**src/sv/pid_step_angle_wrap_antiwindup_top_macros.svh**
```systemverilog
// assertion macros shared by the pid step block
`ifndef PID_STEP_ANGLE_WRAP_ANTIWINDUP_TOP_MACROS_SVH
`define PID_STEP_ANGLE_WRAP_ANTIWINDUP_TOP_MACROS_SVH

// property that must hold in the cycle after the antecedent
`define PIDSAW_ASSERT_NEXT(name, ante, cons) \
   name: assert property (@(posedge clock) disable iff (reset) (ante) |=> (cons)) \
      else $error("pidsaw: next-cycle check failed");

// property that must hold in the same cycle as the antecedent
`define PIDSAW_ASSERT_NOW(name, ante, cons) \
   name: assert property (@(posedge clock) disable iff (reset) (ante) |-> (cons)) \
      else $error("pidsaw: same-cycle check failed");

`endif

```
**src/sv/pidsaw_pkg.sv**
```systemverilog
// shared types, constants and arithmetic helpers of the pid step block
package pidsaw_pkg;

   // pi and two pi in q15.16
   localparam logic signed [31:0] PI_Q16     = 32'sd205887;
   localparam logic signed [31:0] TWO_PI_Q16 = 32'sd411775;

   // register reset values
   localparam logic signed [30:0] DRIVE_MIN_RESET = 31'sh4000_0000;
   localparam logic signed [30:0] DRIVE_MAX_RESET = 31'sh3FFF_FFFF;

   // integral saturation bounds
   localparam logic signed [48:0] INTEG_MAX = 49'sh0_0000_7FFF_FFFF;
   localparam logic signed [48:0] INTEG_MIN = -49'sh0_0000_8000_0000;

   // register indexes on the csr port
   typedef enum logic [2:0] {
      REG_KP_GAIN     = 3'd0,
      REG_KI_TIMES_DT = 3'd1,
      REG_KD_OVER_DT  = 3'd2,
      REG_DRIVE_MIN   = 3'd3,
      REG_DRIVE_MAX   = 3'd4,
      REG_ANGLE_MODE  = 3'd5
   } reg_index_type;

   // clamp status codes
   typedef enum logic [1:0] {
      LIMIT_NONE = 2'd0,
      LIMIT_HIGH = 2'd1,
      LIMIT_LOW  = 2'd2
   } limit_type;

   // configuration as seen by the datapath
   typedef struct packed {
      logic signed [31:0] kp_gain;
      logic signed [31:0] ki_times_dt;
      logic signed [31:0] kd_over_dt;
      logic signed [30:0] drive_min;
      logic signed [30:0] drive_max;
      logic               angle_mode;
   } cfg_type;

   // raw products handed from the front stage to the back stage
   typedef struct packed {
      logic signed [63:0] p_prod;
      logic signed [63:0] i_prod;
      logic signed [63:0] d_prod;
   } products_type;

   // wrap once by two pi when beyond plus or minus pi
   function automatic logic signed [31:0] wrap_angle(input logic signed [31:0] v);
      logic signed [31:0] r;
      if (v > PI_Q16) begin
         r = v - TWO_PI_Q16;
      end else if (v < -PI_Q16) begin
         r = v + TWO_PI_Q16;
      end else begin
         r = v;
      end
      return r;
   endfunction

   // q31.32 product to q31.16, round to nearest, ties up
   function automatic logic signed [47:0] round16(input logic signed [63:0] x);
      logic signed [63:0] y;
      y = x + 64'sd32768;
      return y[63:16];
   endfunction

endpackage

```
**src/sv/pidsaw_csr.sv**
```systemverilog
// apb-style register file holding gains, clamps and angle mode
module pidsaw_csr (
   input  logic                  clock,
   input  logic                  reset,
   input  logic                  csr_psel,
   input  logic                  csr_penable,
   input  logic                  csr_pwrite,
   input  logic [4:0]            csr_paddr,
   input  logic [31:0]           csr_pwdata,
   output logic [31:0]           csr_prdata,
   output logic                  csr_pready,
   output pidsaw_pkg::cfg_type   cfg
);

   pidsaw_pkg::cfg_type cfg_ff;
   pidsaw_pkg::cfg_type cfg_in;
   pidsaw_pkg::reg_index_type reg_sel;
   logic wr_en;

   assign reg_sel    = pidsaw_pkg::reg_index_type'(csr_paddr[4:2]);
   assign wr_en      = csr_psel & csr_penable & csr_pwrite;
   assign csr_pready = 1'b1;
   assign cfg        = cfg_ff;

   // write decode
   always_comb begin
      cfg_in = cfg_ff;
      if (wr_en) begin
         unique case (reg_sel)
            pidsaw_pkg::REG_KP_GAIN:     cfg_in.kp_gain     = csr_pwdata;
            pidsaw_pkg::REG_KI_TIMES_DT: cfg_in.ki_times_dt = csr_pwdata;
            pidsaw_pkg::REG_KD_OVER_DT:  cfg_in.kd_over_dt  = csr_pwdata;
            pidsaw_pkg::REG_DRIVE_MIN:   cfg_in.drive_min   = csr_pwdata[30:0];
            pidsaw_pkg::REG_DRIVE_MAX:   cfg_in.drive_max   = csr_pwdata[30:0];
            pidsaw_pkg::REG_ANGLE_MODE:  cfg_in.angle_mode  = csr_pwdata[0];
            default: ;
         endcase
      end
   end

   // register state
   always_ff @(posedge clock) begin
      if (reset) begin
         cfg_ff.kp_gain     <= '0;
         cfg_ff.ki_times_dt <= '0;
         cfg_ff.kd_over_dt  <= '0;
         cfg_ff.drive_min   <= pidsaw_pkg::DRIVE_MIN_RESET;
         cfg_ff.drive_max   <= pidsaw_pkg::DRIVE_MAX_RESET;
         cfg_ff.angle_mode  <= 1'b0;
      end else begin
         cfg_ff <= cfg_in;
      end
   end

   // read mux
   always_comb begin
      unique case (reg_sel)
         pidsaw_pkg::REG_KP_GAIN:     csr_prdata = cfg_ff.kp_gain;
         pidsaw_pkg::REG_KI_TIMES_DT: csr_prdata = cfg_ff.ki_times_dt;
         pidsaw_pkg::REG_KD_OVER_DT:  csr_prdata = cfg_ff.kd_over_dt;
         pidsaw_pkg::REG_DRIVE_MIN:   csr_prdata = 32'(cfg_ff.drive_min);
         pidsaw_pkg::REG_DRIVE_MAX:   csr_prdata = 32'(cfg_ff.drive_max);
         pidsaw_pkg::REG_ANGLE_MODE:  csr_prdata = {31'd0, cfg_ff.angle_mode};
         default:                     csr_prdata = '0;
      endcase
   end

endmodule

```
**config.mk**
```make
export PLATFORM = sky130hd
export DESIGN_NAME = pidsaw_csr
export DESIGN_NICKNAME = d
export VERILOG_FILES = /design/src/sv/pid_step_angle_wrap_antiwindup_top_macros.svh /design/src/sv/pidsaw_pkg.sv /design/src/sv/pidsaw_csr.sv
export SDC_FILE = /design/constraint.sdc
export NUM_CORES = 1
export LEC_CHECK = 0
export BUFFER_PORTS_ARGS = -buffer_cell sky130_fd_sc_hd__clkbuf_2
export CAP_MARGIN = 30
export CORE_MARGIN = 2
export CORE_UTILIZATION = 30
export DETAILED_ROUTE_END_ITERATION = 7
export GPL_TIMING_DRIVEN = 0
export PLACE_DENSITY_LB_ADDON = 0.2
export SETUP_SLACK_MARGIN = 0.3
export SLEW_MARGIN = 20
export SYNTH_ARGS = -nofsm -noshare
export SYNTH_HDL_FRONTEND = slang
export SYNTH_SLANG_ARGS = --single-unit
```
**constraint.sdc**
```tcl
create_clock -name clock -period 1.6 [get_ports clock]
set_input_delay 0.16 -clock clock [delete_from_list [all_inputs] [get_ports clock]]
set_output_delay 0.16 -clock clock [all_outputs]
set_load 0.02 [all_outputs]
```
* Word level (Yosys, flattened, before mapping)
Cells that the tools add are included.
Word-level totals: register bits 159, input port bits 42, output and inout port bits 192, word-level logic and storage cells 21
Operators by class: eq/ne operators 5, mux-type cells 1, bitwise gates (word level) 2, reduce and logical (&&, ||, !) cells 7
Operator list (number):
- $pmux 32 s6 | 1
- $reduce_and 2->1 | 6
- $eq 3x2->1 const B | 2
- $eq 3x3->1 const B | 2
- $eq 3x1->1 const B | 1
- $logic_not 3->1 | 1
- $and 1x1->1 | 2

* Depth between registers and ports, before layout
depth in word-level cells 3, depth in mapped cells 7, gate-level depth less buffers 3

* Least setup slack after synthesis
OpenSTA, ideal clock, no wires.
kind in2out, start point input csr_paddr[2], end point output csr_prdata[30], data arrival time 1434 ps, path slack 6 ps, stages 4, path buffers 2, cell sequence buf_4 > buf_4 > mux2i_1 > o311ai_0
Between the ends: cells in the longest elaborated chain, start to end 2
Ends and longest elaborated chain:
- from (decl) | line pidsaw_csr.sv:8 | input logic [4:0] csr_paddr,
- $eq 3x3->1 (tied with other cells) | line pidsaw_csr.sv:57 | unique case (reg_sel)
- $pmux 32 s6 * | line pidsaw_csr.sv:57
- to (decl) | line pidsaw_csr.sv:10 | output logic [31:0] csr_prdata,
Every way passes the cells marked *; elsewhere a longest branch is shown, timed or not.

* Worst setup path after layout
start point register cfg_ff (netlist bit cfg[33]), end point output csr_prdata[1]
Between the ends: cells in the longest elaborated chain, start to end 1
Ends and longest elaborated chain:
- from (decl) | line pidsaw_csr.sv:15 | pidsaw_pkg::cfg_type cfg_ff;
- from (signal assigned) | line pidsaw_csr.sv:51 | cfg_ff <= cfg_in;
- $pmux 32 s6 | line pidsaw_csr.sv:57
Every way passes these cells.

==> flow_summary.json <==
{
  "outcome": "finished with violations",
  "violations": "setup timing",
  "worst_pin_slew_ns": 0.778,
  "pin_count": 234,
  "final_nets": 1125,
  "yosysSeqAreaShare": 0.415,
  "clk_pin_slew_ns": 0.07,
  "drt_pass1_iterations": 4,
  "netlist.area_leader.share": 0.415,
  "drtIter0Drc": 521,
  "fill_cells": 2519,
  "drive_gt1_frac": 0.483,
  "synth-edff-count": 0,
  "start_util": 0.305,
  "wl_met3_um": 1880,
  "syn-num-nets": 808,
  "drv_cap": 0,
  "crit_path_start_kind": "register",
  "worstPathRequired_ns": 1.44,
  "clock-root-buffer": "clkbuf_16",
  "regArea_um2": 3300,
  "htree_levels": 4,
  "grt_max_degree": 17,
  "end_kind": "output pin",
  "maxSlewViolCount": 0,
  "dieArea_um2": 26800,
  "p_total_mw": 9.37,
  "period_needed_ns": 1.62,
  "antennaDiodeCount": 0,
  "clock-sinks": 159,
  "io_buffers": 228,
  "die_w_um": 164,
  "startpoint": "cfg[33]",
  "p_leak_nw": 5.22,
  "drc": 0,
  "hp-class": "in2reg",
  "met2WireLength_um": 15500,
  "timing.rr.start": "cfg[20]",
  "final_util": 0.449,
  "core-area_um2": 25100,
  "syn_inst": 766,
  "stdcell_area_um2": 11300,
  "track_usage": 0.242,
  "wl_met1_um": 15100,
  "yosys-top-cells-area": "dfxtp_1 42%, mux2i_1 24%, nand2b_1 13%",
  "vias_per_cell": 4.96,
  "power_density_nw_per_um2": 831,
  "place_ws_ns": -0.750,
  "yosysWarnings": 0,
  "crit_fanout": 3,
  "synth_top_area_cell": "dfxtp_1",
  "fp-row-count": 58,
  "max_freq_mhz": 617,
  "clk_path_buf_depth": 2,
  "syn_to_final_growth_pct": 47.2,
  "die_y_um": 164,
  "synth_area_um2": 7660,
  "dp_hpwl_um": 22100,
  "yosys.cell_types.count": 35,
  "setup_viol": 7,
  "cts_tree": "done",
  "ys_ff_latch": 159,
  "worstSetupPathType": "reg2out",
  "synth_area_per_cell_um2": 10.0,
  "multi_input_area_um2": 4450,
  "setup_ws_ns": -0.0198,
  "worst_clock_skew_ns": 0,
  "dp_cells": 1326,
  "worstHoldStart": "csr_pwdata[28]",
  "tns_ns": -0.0649,
  "grt_pass1_vias": 7054,
  "grt_antenna_before_repair": 0,
  "wire_per_inst_um": 23.2,
  "worstPathArrival_ns": 1.46,
  "rsz0062_at_grt": "true",
  "grt_pass1_wl_um": 46600,
  "antenna_left": 0,
  "clk_latency_ns": 0.42,
  "globalRouteOverflowTotal": 0,
  "largest_reg_flops": 159,
  "dr.max_layer_used": "met4",
  "max-slew-margin-rel": 0.481,
  "cts_made_buffers": 17,
  "ir_worst_vdd_uv": 468,
  "wl_um": 33100,
  "route.vias.total": 7070,
  "finalCritPeriodShare": 1.01,
  "place_area_um2": 9350,
  "hold_viol_final": 0,
  "async_flop_share": 0,
  "globalplace.congestion": 0.775,
  "ys.flop_type": "dfxtp_1",
  "fin_cells": 1426,
  "hold_slack_ns": 0.0139
}
cells in the mapped netlist (2+ instances only):
cell type,count
mux2i_1,187
nand2b_1,160
dfxtp_1,159
nor2_1,62
clkbuf_1,35
a22oi_1,32
buf_4,16
mux2_2,16
o22ai_1,15
o21ai_0,13
o21a_1,12
o2bb2ai_1,12
buf_2,10
nor2b_1,6
buf_6,4
and2_4,2
nand2_1,2
nand2_2,2
nand3_1,2
nand3b_1,2
o221ai_1,2
o311ai_0,2
final timing paths:
check	end	cells after the start	slack, ns
min reg2reg	cfg[124]	2	0.48
max reg2reg	cfg[20]	3	0.81
max	csr_prdata[1]	4	-0.02
min	cfg[29]	3	0.01
layout make-up:
| cell class | instances | share of cell area |
|---|---|---|
| clock inverter | 12 | 0.0120 |
| buffer | 67 | 0.0500 |
| clock buffer | 20 | 0.0405 |
| tap | 330 | 0.0366 |
| timing repair buffer | 298 | 0.173 |
| multi-input combinational | 539 | 0.395 |
| sequential | 159 | 0.293 |
| inverter | 1 | 0.000333 |
critical path, stage by stage, from the launching register on:
cell and delay, ns:
dfxtp_2 0.33, mux2_2 0.28, a22oi_2 0.13, o22ai_2 0.10, clkbuf_8 0.19
metal layers:
metal | up-vias | GRT usage
met5 | - | 0
met4 | 0 | 0.0610
met3 | 37 | 0.0467
met2 | 259 | 0.399
met1 | 3475 | 0.326
li1 | 3299 | -
where the power goes:
group / total [mW] / internal [mW] / switching (mW)
registers: 4.01 / 3.98 / 0.0251
clock network: 4.17 / 2.39 / 1.78
logic: 1.19 / 0.487 / 0.702
total: 9.37 / 6.86 / 2.51
cells in the final DEF, fill, tap and decap left out, types with 3 or more instances in the layout:
cell type,count
a22oi_1,14
a22oi_2,18
buf_12,5
buf_4,83
buf_6,17
buf_8,5
clkbuf_1,25
clkbuf_16,19
clkbuf_2,199
clkbuf_8,28
clkinv_4,3
clkinvlp_4,4
dfxtp_1,69
dfxtp_2,87
dfxtp_4,3
mux2_2,4
mux2_4,12
mux2i_1,184
nand2b_1,160
nor2_1,62
nor2b_4,4
o21a_1,12
o21ai_1,11
o22ai_1,5
o22ai_2,10
o2bb2ai_1,12
logic make-up after synthesis:
group | count (synthesis) | share of synthesized area
AND/OR/NAND/NOR | 245 | 0.182
multiplexers | 204 | 0.271
flip-flops | 159 | 0.415
AO/OA/AOI/OAI | 89 | 0.0833
buffers and inverters | 68 | 0.0482
other | 1 | 0.000489
repair_timing:
action / CTS / global route
resized for setup: 251 / 32
hold buffers: 1 / 0
setup endpoints to repair: 103 / 32
pin swaps: 31 / 29
setup buffers: 45 / 21
gates cloned: 0 / 1
endpoints found under the hold margin: 1 / 0
(Power assumes the default switching activity.)
