==> src/sv/pid_step_angle_wrap_antiwindup_top_macros.svh <==
// assertion macros shared by the pid step block
`ifndef PID_STEP_ANGLE_WRAP_ANTIWINDUP_TOP_MACROS_SVH
`define PID_STEP_ANGLE_WRAP_ANTIWINDUP_TOP_MACROS_SVH

// property that must hold in the cycle after the antecedent
`define PIDSAW_ASSERT_NEXT(name, ante, cons) \
   name: assert property (@(posedge clock) disable iff (reset) (ante) |=> (cons)) \
      else $error("pidsaw: next-cycle check failed");

// property that must hold in the same cycle as the antecedent
`define PIDSAW_ASSERT_NOW(name, ante, cons) \
   name: assert property (@(posedge clock) disable iff (reset) (ante) |-> (cons)) \
      else $error("pidsaw: same-cycle check failed");

`endif

==> src/sv/pidsaw_pkg.sv <==
// shared types, constants and arithmetic helpers of the pid step block
package pidsaw_pkg;

   // pi and two pi in q15.16
   localparam logic signed [31:0] PI_Q16     = 32'sd205887;
   localparam logic signed [31:0] TWO_PI_Q16 = 32'sd411775;

   // register reset values
   localparam logic signed [30:0] DRIVE_MIN_RESET = 31'sh4000_0000;
   localparam logic signed [30:0] DRIVE_MAX_RESET = 31'sh3FFF_FFFF;

   // integral saturation bounds
   localparam logic signed [48:0] INTEG_MAX = 49'sh0_0000_7FFF_FFFF;
   localparam logic signed [48:0] INTEG_MIN = -49'sh0_0000_8000_0000;

   // register indexes on the csr port
   typedef enum logic [2:0] {
      REG_KP_GAIN     = 3'd0,
      REG_KI_TIMES_DT = 3'd1,
      REG_KD_OVER_DT  = 3'd2,
      REG_DRIVE_MIN   = 3'd3,
      REG_DRIVE_MAX   = 3'd4,
      REG_ANGLE_MODE  = 3'd5
   } reg_index_type;

   // clamp status codes
   typedef enum logic [1:0] {
      LIMIT_NONE = 2'd0,
      LIMIT_HIGH = 2'd1,
      LIMIT_LOW  = 2'd2
   } limit_type;

   // configuration as seen by the datapath
   typedef struct packed {
      logic signed [31:0] kp_gain;
      logic signed [31:0] ki_times_dt;
      logic signed [31:0] kd_over_dt;
      logic signed [30:0] drive_min;
      logic signed [30:0] drive_max;
      logic               angle_mode;
   } cfg_type;

   // raw products handed from the front stage to the back stage
   typedef struct packed {
      logic signed [63:0] p_prod;
      logic signed [63:0] i_prod;
      logic signed [63:0] d_prod;
   } products_type;

   // wrap once by two pi when beyond plus or minus pi
   function automatic logic signed [31:0] wrap_angle(input logic signed [31:0] v);
      logic signed [31:0] r;
      if (v > PI_Q16) begin
         r = v - TWO_PI_Q16;
      end else if (v < -PI_Q16) begin
         r = v + TWO_PI_Q16;
      end else begin
         r = v;
      end
      return r;
   endfunction

   // q31.32 product to q31.16, round to nearest, ties up
   function automatic logic signed [47:0] round16(input logic signed [63:0] x);
      logic signed [63:0] y;
      y = x + 64'sd32768;
      return y[63:16];
   endfunction

endpackage

==> src/sv/pidsaw_back.sv <==
// integral update, sum, clamp with anti-windup and result register
`include "pid_step_angle_wrap_antiwindup_top_macros.svh"
module pidsaw_back (
   input  logic                      clock,
   input  logic                      reset,
   input  pidsaw_pkg::cfg_type       cfg,
   input  logic                      prod_valid,
   output logic                      prod_ready,
   input  pidsaw_pkg::products_type  prod,
   output logic                      rsp_valid,
   input  logic                      rsp_ready,
   output logic signed [30:0]        rsp_drive_value,
   output logic [1:0]                rsp_limit_state
);

   logic signed [31:0]    integral_sum_ff;
   logic signed [31:0]    integral_sum_in;
   logic                  rsp_valid_ff;
   logic signed [30:0]    drive_ff;
   logic signed [30:0]    drive_in;
   pidsaw_pkg::limit_type limit_ff;
   pidsaw_pkg::limit_type limit_in;

   logic               out_free;
   logic               s2_go;
   logic signed [47:0] p_term;
   logic signed [47:0] d_term;
   logic signed [47:0] inc;
   logic signed [48:0] integ_wide;
   logic signed [31:0] integ;
   logic signed [49:0] sum;

   assign out_free   = ~rsp_valid_ff | rsp_ready;
   assign s2_go      = prod_valid & out_free;
   assign prod_ready = out_free;

   // round products and saturate the integral
   always_comb begin
      p_term     = pidsaw_pkg::round16(prod.p_prod);
      d_term     = pidsaw_pkg::round16(prod.d_prod);
      inc        = pidsaw_pkg::round16(prod.i_prod);
      integ_wide = 49'(integral_sum_ff) + 49'(inc);
      if (integ_wide > pidsaw_pkg::INTEG_MAX) begin
         integ = 32'sh7FFF_FFFF;
      end else if (integ_wide < pidsaw_pkg::INTEG_MIN) begin
         integ = 32'sh8000_0000;
      end else begin
         integ = integ_wide[31:0];
      end
   end

   // sum and clamp, high clamp tested first; clamped steps keep the old integral
   always_comb begin
      sum             = 50'(p_term) + 50'(d_term) + 50'(integ);
      integral_sum_in = integral_sum_ff;
      if (sum > 50'(cfg.drive_max)) begin
         drive_in = cfg.drive_max;
         limit_in = pidsaw_pkg::LIMIT_HIGH;
      end else if (sum < 50'(cfg.drive_min)) begin
         drive_in = cfg.drive_min;
         limit_in = pidsaw_pkg::LIMIT_LOW;
      end else begin
         drive_in        = sum[30:0];
         limit_in        = pidsaw_pkg::LIMIT_NONE;
         integral_sum_in = integ;
      end
   end

   // integral state
   always_ff @(posedge clock) begin
      if (reset) begin
         integral_sum_ff <= '0;
      end else if (s2_go) begin
         integral_sum_ff <= integral_sum_in;
      end
   end

   // result register
   always_ff @(posedge clock) begin
      if (reset) begin
         rsp_valid_ff <= 1'b0;
      end else if (out_free) begin
         rsp_valid_ff <= prod_valid;
      end
      if (s2_go) begin
         drive_ff <= drive_in;
         limit_ff <= limit_in;
      end
   end

   assign rsp_valid       = rsp_valid_ff;
   assign rsp_drive_value = drive_ff;
   assign rsp_limit_state = limit_ff;

   // checks
   `PIDSAW_ASSERT_NEXT(a_clamp_keeps_integral, s2_go && limit_in != pidsaw_pkg::LIMIT_NONE, integral_sum_ff == $past(integral_sum_ff))
   `PIDSAW_ASSERT_NEXT(a_integral_idle_stable, !s2_go, $stable(integral_sum_ff))
   `PIDSAW_ASSERT_NEXT(a_result_drains, rsp_valid_ff && rsp_ready && !prod_valid, !rsp_valid_ff)

endmodule

==> config.mk <==
export PLATFORM = sky130hd
export DESIGN_NAME = pidsaw_back
export DESIGN_NICKNAME = d
export VERILOG_FILES = /design/src/sv/pidsaw_pkg.sv /design/src/sv/pidsaw_back.sv
export VERILOG_INCLUDE_DIRS = /design/src /design/src/sv
export SDC_FILE = /design/constraint.sdc
export NUM_CORES = 1
export LEC_CHECK = 0
export BUFFER_PORTS_ARGS = -buffer_cell sky130_fd_sc_hd__buf_2
export CAP_MARGIN = 20
export CORE_ASPECT_RATIO = 0.9
export CORE_MARGIN = 4
export CORE_UTILIZATION = 55
export CTS_CLUSTER_DIAMETER = 30
export DETAILED_ROUTE_END_ITERATION = 6
export GPL_ROUTABILITY_DRIVEN = 0
export HOLD_SLACK_MARGIN = 0.06
export PLACE_DENSITY = 0.84
export SLEW_MARGIN = 5
export SYNTH_ARGS = -nofsm -noshare
export SYNTH_HDL_FRONTEND = slang
export SYNTH_SLANG_ARGS = --single-unit
==> constraint.sdc <==
create_clock -name clock -period 16.9 [get_ports clock]
set_input_delay 3.38 -clock clock [delete_from_list [all_inputs] [get_ports clock]]
set_output_delay 3.38 -clock clock [all_outputs]
set_load 0.005 [all_outputs]
Yosys cells after proc, flatten, opt, wreduce, memory -nomap -nowiden
Index checks and enable logic that the tools add are counted.
{"block": "totals", "ff_bits": 66, "in_bits": 355, "out_inout_bits": 35, "wordCells": 25}
{"block": "classes", "n_addsub": 6, "n_lt_le_gt_ge": 4, "muxes": 5, "bitwise_logic": 5, "n_reduce_logical": 1}
{"op": "$add 64x17->64 const B", "count": 3}
{"op": "$mux 32", "count": 2}
{"op": "$mux 31", "count": 2}
{"op": "$add 49x32->50", "count": 1}
{"op": "$gt 50x31->1", "count": 1}
{"op": "$lt 50x31->1", "count": 1}
{"op": "$add 32x48->49", "count": 1}
{"op": "$add 48x48->49", "count": 1}
{"op": "$gt 49x32->1 const B", "count": 1}
{"op": "$lt 49x32->1 const B", "count": 1}
{"op": "$not 1->1", "count": 3}
{"op": "$reduce_and 3->1", "count": 1}
{"op": "$mux 2", "count": 1}
{"op": "$and 1x1->1", "count": 1}
{"op": "$or 1x1->1", "count": 1}

Logic depth before layout (Yosys ltp)
{"block": "depth", "depth_word": 9, "ltp_mapped": 53, "depth_no_buf": 48}

Least setup slack after synthesis
OpenSTA, ideal clock, no wires.
{"block": "synth_timing", "path_kind": "in2reg", "start": "in prod[79] (netlist bit)", "end": "reg integral_sum_ff[10]", "setup_time_ps": 87, "arrival_time_ps": 14826, "required_ps": 16813, "setup_slack_ps": 1986, "path_stages": 46, "path_buffers": 5, "cell_sequence": "ha_1 > nand4_1 > nor3_1 > nand3_1 > nor2_1 > nand4_1 > xnor2_1 > ha_1 > clkbuf_1 > a21o_1 > a2111oi_0 > o31a_1 > o21ai_1 > o21ai_1 > o211a_1 > o21ai_0 > a31o_2 > clkinv_1 > [10 not listed] > o211ai_1 > nand2_1 > a21oi_1 > o31a_1 > and4b_1 > or3_1 > ha_1 > a21oi_1 > a21boi_0 > a211oi_1 > nand3_1 > o31ai_1 > mux2_2 > a31oi_1 > clkbuf_1 > clkbuf_1 > nand2_1 > o31ai_1"}
{"block": "synth_between", "elab_chain_cells": 9, "word_cells_on_any_way": 12, "cone_classes": "add/sub (3); order compare (4); mux (2); bitwise (2); reduce/logical (1)"}
{"element": "from (decl)", "line_no": "pidsaw_back.sv:9", "rtl": "input pidsaw_pkg::products_type prod,"}
{"element": "$add 64x17->64 (*)", "line_no": "pidsaw_pkg.sv:66", "rtl": "y = x + 64'sd32768;"}
{"element": "$add 32x48->49 (*)", "line_no": "pidsaw_back.sv:42", "rtl": "integ_wide = 49'(integral_sum_ff) + 49'(inc);"}
{"element": "$lt 49x32->1", "line_no": "pidsaw_back.sv:45", "rtl": "end else if (integ_wide < pidsaw_pkg::INTEG_MIN) begin"}
{"element": "$mux 32", "line_no": "pidsaw_back.sv:45"}
{"element": "$mux 32 (*)", "line_no": "pidsaw_back.sv:43", "rtl": "if (integ_wide > pidsaw_pkg::INTEG_MAX) begin"}
{"element": "via integ[31]", "line_no": "pidsaw_back.sv:30", "rtl": "logic signed [31:0] integ;"}
{"element": "$add 49x32->50 (*)", "line_no": "pidsaw_back.sv:54", "rtl": "sum = 50'(p_term) + 50'(d_term) + 50'(integ);"}
{"element": "$lt 50x31->1 or $gt 50x31->1 (tied branches)", "line_no": "pidsaw_back.sv:59, pidsaw_back.sv:56"}
{"element": "$not 1->1 (no source line)"}
{"element": "$reduce_and 3->1 (no source line) (*)"}
{"element": "to (signal assigned)", "line_no": "pidsaw_back.sv:74", "rtl": "integral_sum_ff <= integral_sum_in;"}
{"element": "to (decl)", "line_no": "pidsaw_back.sv:16", "rtl": "logic signed [31:0] integral_sum_ff;"}
The timed path passes the listed nets; every way through them passes the cells marked *.
A chain may end at the register's enable or synchronous reset.

Worst setup path in the final report
{"block": "layout_timing", "start": "in prod[79] (netlist bit)", "end": "reg integral_sum_ff[0]"}
The elaborated chain is that of the path after synthesis.

==> flow_metrics.env <==
export IMPL_layout_cells_most_common="sky130_fd_sc_hd__buf_2"
export IMPL_slowest_delay_ns=0.69
export IMPL_cts_inserted_buffers=9
export IMPL_drv_cap=0
export IMPL_buffer_ports_inserted=247
export IMPL_yosysUniqueCellTypes=81
export IMPL_hold_buffers=0
export IMPL_totalNegativeSetupSlack_ns=0
export IMPL_post_cts_resized=0
export IMPL_grt_pass1_vias=15910
export IMPL_cts_htree_levels=3
export IMPL_totalWireLength_um=47610
export IMPL_worst_pin_slew_ns=0.8264
export IMPL_antenna_found_initial=13
export IMPL_route_detailed_drc=0
export IMPL_setup_worst_path_class="in -> reg"
export IMPL_cp_common_cell="sky130_fd_sc_hd__nand4_1"
export IMPL_cp_buffers_inverters=2
export IMPL_min_period_ns=16.49
export IMPL_cpMaxStageDelayCell="sky130_fd_sc_hd__o21ai_1"
export IMPL_layout_cells_non_filler=2636
export IMPL_detail_route_iter0_violations=1787
export IMPL_stdcell_area_um2=17210
export IMPL_cts_tree="done"
export IMPL_place_area_um2=16890
export IMPL_worst_clock_skew_ns=0.008439
export IMPL_timing_final_max_slew_violations=0
export IMPL_die_width_um=183.8
export IMPL_synth_ff_latch_count=66
export IMPL_ctsRootBufferMaster="sky130_fd_sc_hd__clkbuf_16"
export IMPL_fmax_ghz=0.06065
export IMPL_initial_standard_cell_utilization_of_the_core_pct=56.30
export IMPL_timing_critical_path_to_type="flip-flop"
export IMPL_place_detailed_instances=2607
export IMPL_core_area_um2=27170
export IMPL_postSynthAreaPerCell_um2=7.437
export IMPL_layout_area_overhead_vs_synth_pct=12.48
export IMPL_timing_rr_start="integral_sum_ff[31]"
export IMPL_detailedRoute_firstPassIterationCount=6
export IMPL_chipHeight_um=166.2
export IMPL_worst_hold_path_type="reg -> reg"
export IMPL_design_final_nets=2869
export IMPL_post_route_cells_drive_above_1_share_pct=13.71
export IMPL_final_hold_viol_count=0
export IMPL_grt_use_total_pct=29.30
export IMPL_period_share_pct=97.56
export IMPL_ys_async_sr_fraction_pct=0
export IMPL_grt_setup_unrepaired="no"
export IMPL_design_die_area_um2=30550
export IMPL_ys_dominant_reg_cell="sky130_fd_sc_hd__edfxtp_1"
export IMPL_synth_warnings=0
export IMPL_finalSetupViolCount=0
export IMPL_pin_count=390
export IMPL_worstSkewPairLatency_ns=0.35
export IMPL_max_clock_path_buffers=2
export IMPL_post_cts_setup_buffers=0
export IMPL_clk_pin_slew_ns=0.06
export IMPL_detail_route_antenna_nets=0
export IMPL_grt_first_pass_wirelength_um=76070
export IMPL_worst_ep_required_time_ns=17.18
export IMPL_crit_fanout=11
export IMPL_synth_sequential_area_ratio_pct=10.80
export IMPL_synth_edff_count=33
export IMPL_grt_overflow=0
export IMPL_num_vias=16730
export IMPL_dp_hpwl_um=39030
export IMPL_setup_ws_pre_cts_ns=0.8787
export IMPL_timing_hold_worst_start="integral_sum_ff[9]"
export IMPL_synthCells=2057
export IMPL_placement_rows=57
export IMPL_cp_top_family="simple AND/OR/NAND/NOR gates"
export IMPL_most_common_layout_cells="sky130_fd_sc_hd__buf_2, sky130_fd_sc_hd__nand2_1, sky130_fd_sc_hd__ha_1, sky130_fd_sc_hd__a21oi_1, sky130_fd_sc_hd__xnor2_1"
export IMPL_synthesis_nets=2662
export IMPL_synth_cell_area_um2=15300
export IMPL_detail_routed_net_length_per_standard_cell_um=18.06
export IMPL_crit_start="prod[79]"
export IMPL_startpoint_type="primary input"
export IMPL_viasPerCell=6.348
export IMPL_cts_sink_count=66
export IMPL_outcome="completed"
export IMPL_setup_ws_ns=0.4126
export IMPL_grt_start_max_net_pins=64
export IMPL_relSlewSlack_pct=44.83
export IMPL_cp_data_arrival_time_ns=16.77
[worst reg2reg max path: cells and delay by family, from the launching register on]
kind	cells	cell delay, ns
multiplexers	1	0.32
flip-flops	1	0.85
adder cells (fa/ha/maj)	5	2.02
AO/OA/AOI/OAI	17	4.92
AND/OR/NAND/NOR	13	3.68
XOR/XNOR	2	0.42
[path summary, 6_finish.rpt]
kind / to / slack (ns) / depth (start not counted)
max: integral_sum_ff[0] / 0.41 / 47
min: integral_sum_ff[9] / 0.47 / 2
max reg2reg: integral_sum_ff[0] / 4.62 / 38
min reg2reg: integral_sum_ff[9] / 0.47 / 2
[cells by family (layout without fill, tap and decap cells)]
family	after synthesis	after routing	synth area share [%]
multiplexers	6	6	0.4090
AO/OA/AOI/OAI	567	567	23.96
flip-flops	66	66	10.80
XOR/XNOR	220	220	12.60
buffers and inverters	182	394	4.556
adder cells (fa/ha/maj)	250	250	22.90
other	0	13	0
AND/OR/NAND/NOR	766	766	24.78
[metrics by stage]
stage | hold slack (ns) | util, %
3_3_place_gp | 0.4476 | 62.16
3_5_place_dp | 0.4637 | 62.16
6_report | 0.4710 | 63.32
2_1_floorplan | 0.4306 | -
5_1_grt | 0.4971 | 63.30
4_1_cts | 0.4709 | 63.20
[layer usage]
metal / up-vias / GRT usage (%) / wire length [um]
met5: - / 0 / 38
met4: 6 / 10.86 / 1642
met3: 130 / 6.154 / 4910
met2: 876 / 47.59 / 21660
met1: 7722 / 38.33 / 19360
li1: 8000 / - / -
[synth_stat cells (11+ instances only)]
library cell               number  area share [%]
sky130_fd_sc_hd__nor3b_1       13            0.64
sky130_fd_sc_hd__nor2b_1       14            0.57
sky130_fd_sc_hd__nand2b_1      14            0.57
sky130_fd_sc_hd__o21ai_0      100             3.3
sky130_fd_sc_hd__nand2_1      217             5.3
sky130_fd_sc_hd__nor2_1       151             3.7
sky130_fd_sc_hd__ha_1         200              16
sky130_fd_sc_hd__o211ai_1      12            0.59
sky130_fd_sc_hd__a211oi_1      22             1.1
sky130_fd_sc_hd__or3_1         11            0.45
sky130_fd_sc_hd__xnor2_1      153             8.8
sky130_fd_sc_hd__inv_1        106             2.6
sky130_fd_sc_hd__fa_1          50             6.5
sky130_fd_sc_hd__o21ai_1       24            0.79
sky130_fd_sc_hd__xor2_1        67             3.8
sky130_fd_sc_hd__o31ai_1       23             1.1
sky130_fd_sc_hd__o21a_1        23             1.1
sky130_fd_sc_hd__o21bai_1      17            0.83
sky130_fd_sc_hd__nor3_1        63             2.1
sky130_fd_sc_hd__and4_1        25             1.4
sky130_fd_sc_hd__and3_1        39             1.6
sky130_fd_sc_hd__a21o_1        53             2.6
sky130_fd_sc_hd__a211o_1       13            0.74
sky130_fd_sc_hd__o22ai_1       13            0.53
sky130_fd_sc_hd__clkbuf_1      67             1.6
sky130_fd_sc_hd__nand3_1      107             3.5
sky130_fd_sc_hd__dfxtp_1       33             4.3
sky130_fd_sc_hd__nand4_1       61             2.5
sky130_fd_sc_hd__edfxtp_1      33             6.5
sky130_fd_sc_hd__a21oi_1      155             5.1
sky130_fd_sc_hd__a31oi_1       34             1.4
sky130_fd_sc_hd__and2_1        15            0.61
[registers in the layout, summed over array words and instances (netlist names)]
| signal | cells |
|---|---|
| integral_sum_ff | 32 |
| rsp_limit_state | 2 |
| rsp_valid | 1 |
| rsp_drive_value | 31 |
[final cells by class]
class                           count  area, um^2
Multi-Input combinational cell   1809       12980
Fill cell                        2422        9966
Sequential cell                    66        1652
Timing Repair Buffer              270        1409
Tap cell                          354       442.9
Inverter                          108       405.4
Clock buffer                       14       274.0
Antenna cell                       13       32.53
Clock inverter                      2       10.01
Power is left out: the tool's default activity adds up to more than one toggle a clock period on the data nets, which glitch-free logic cannot reach.
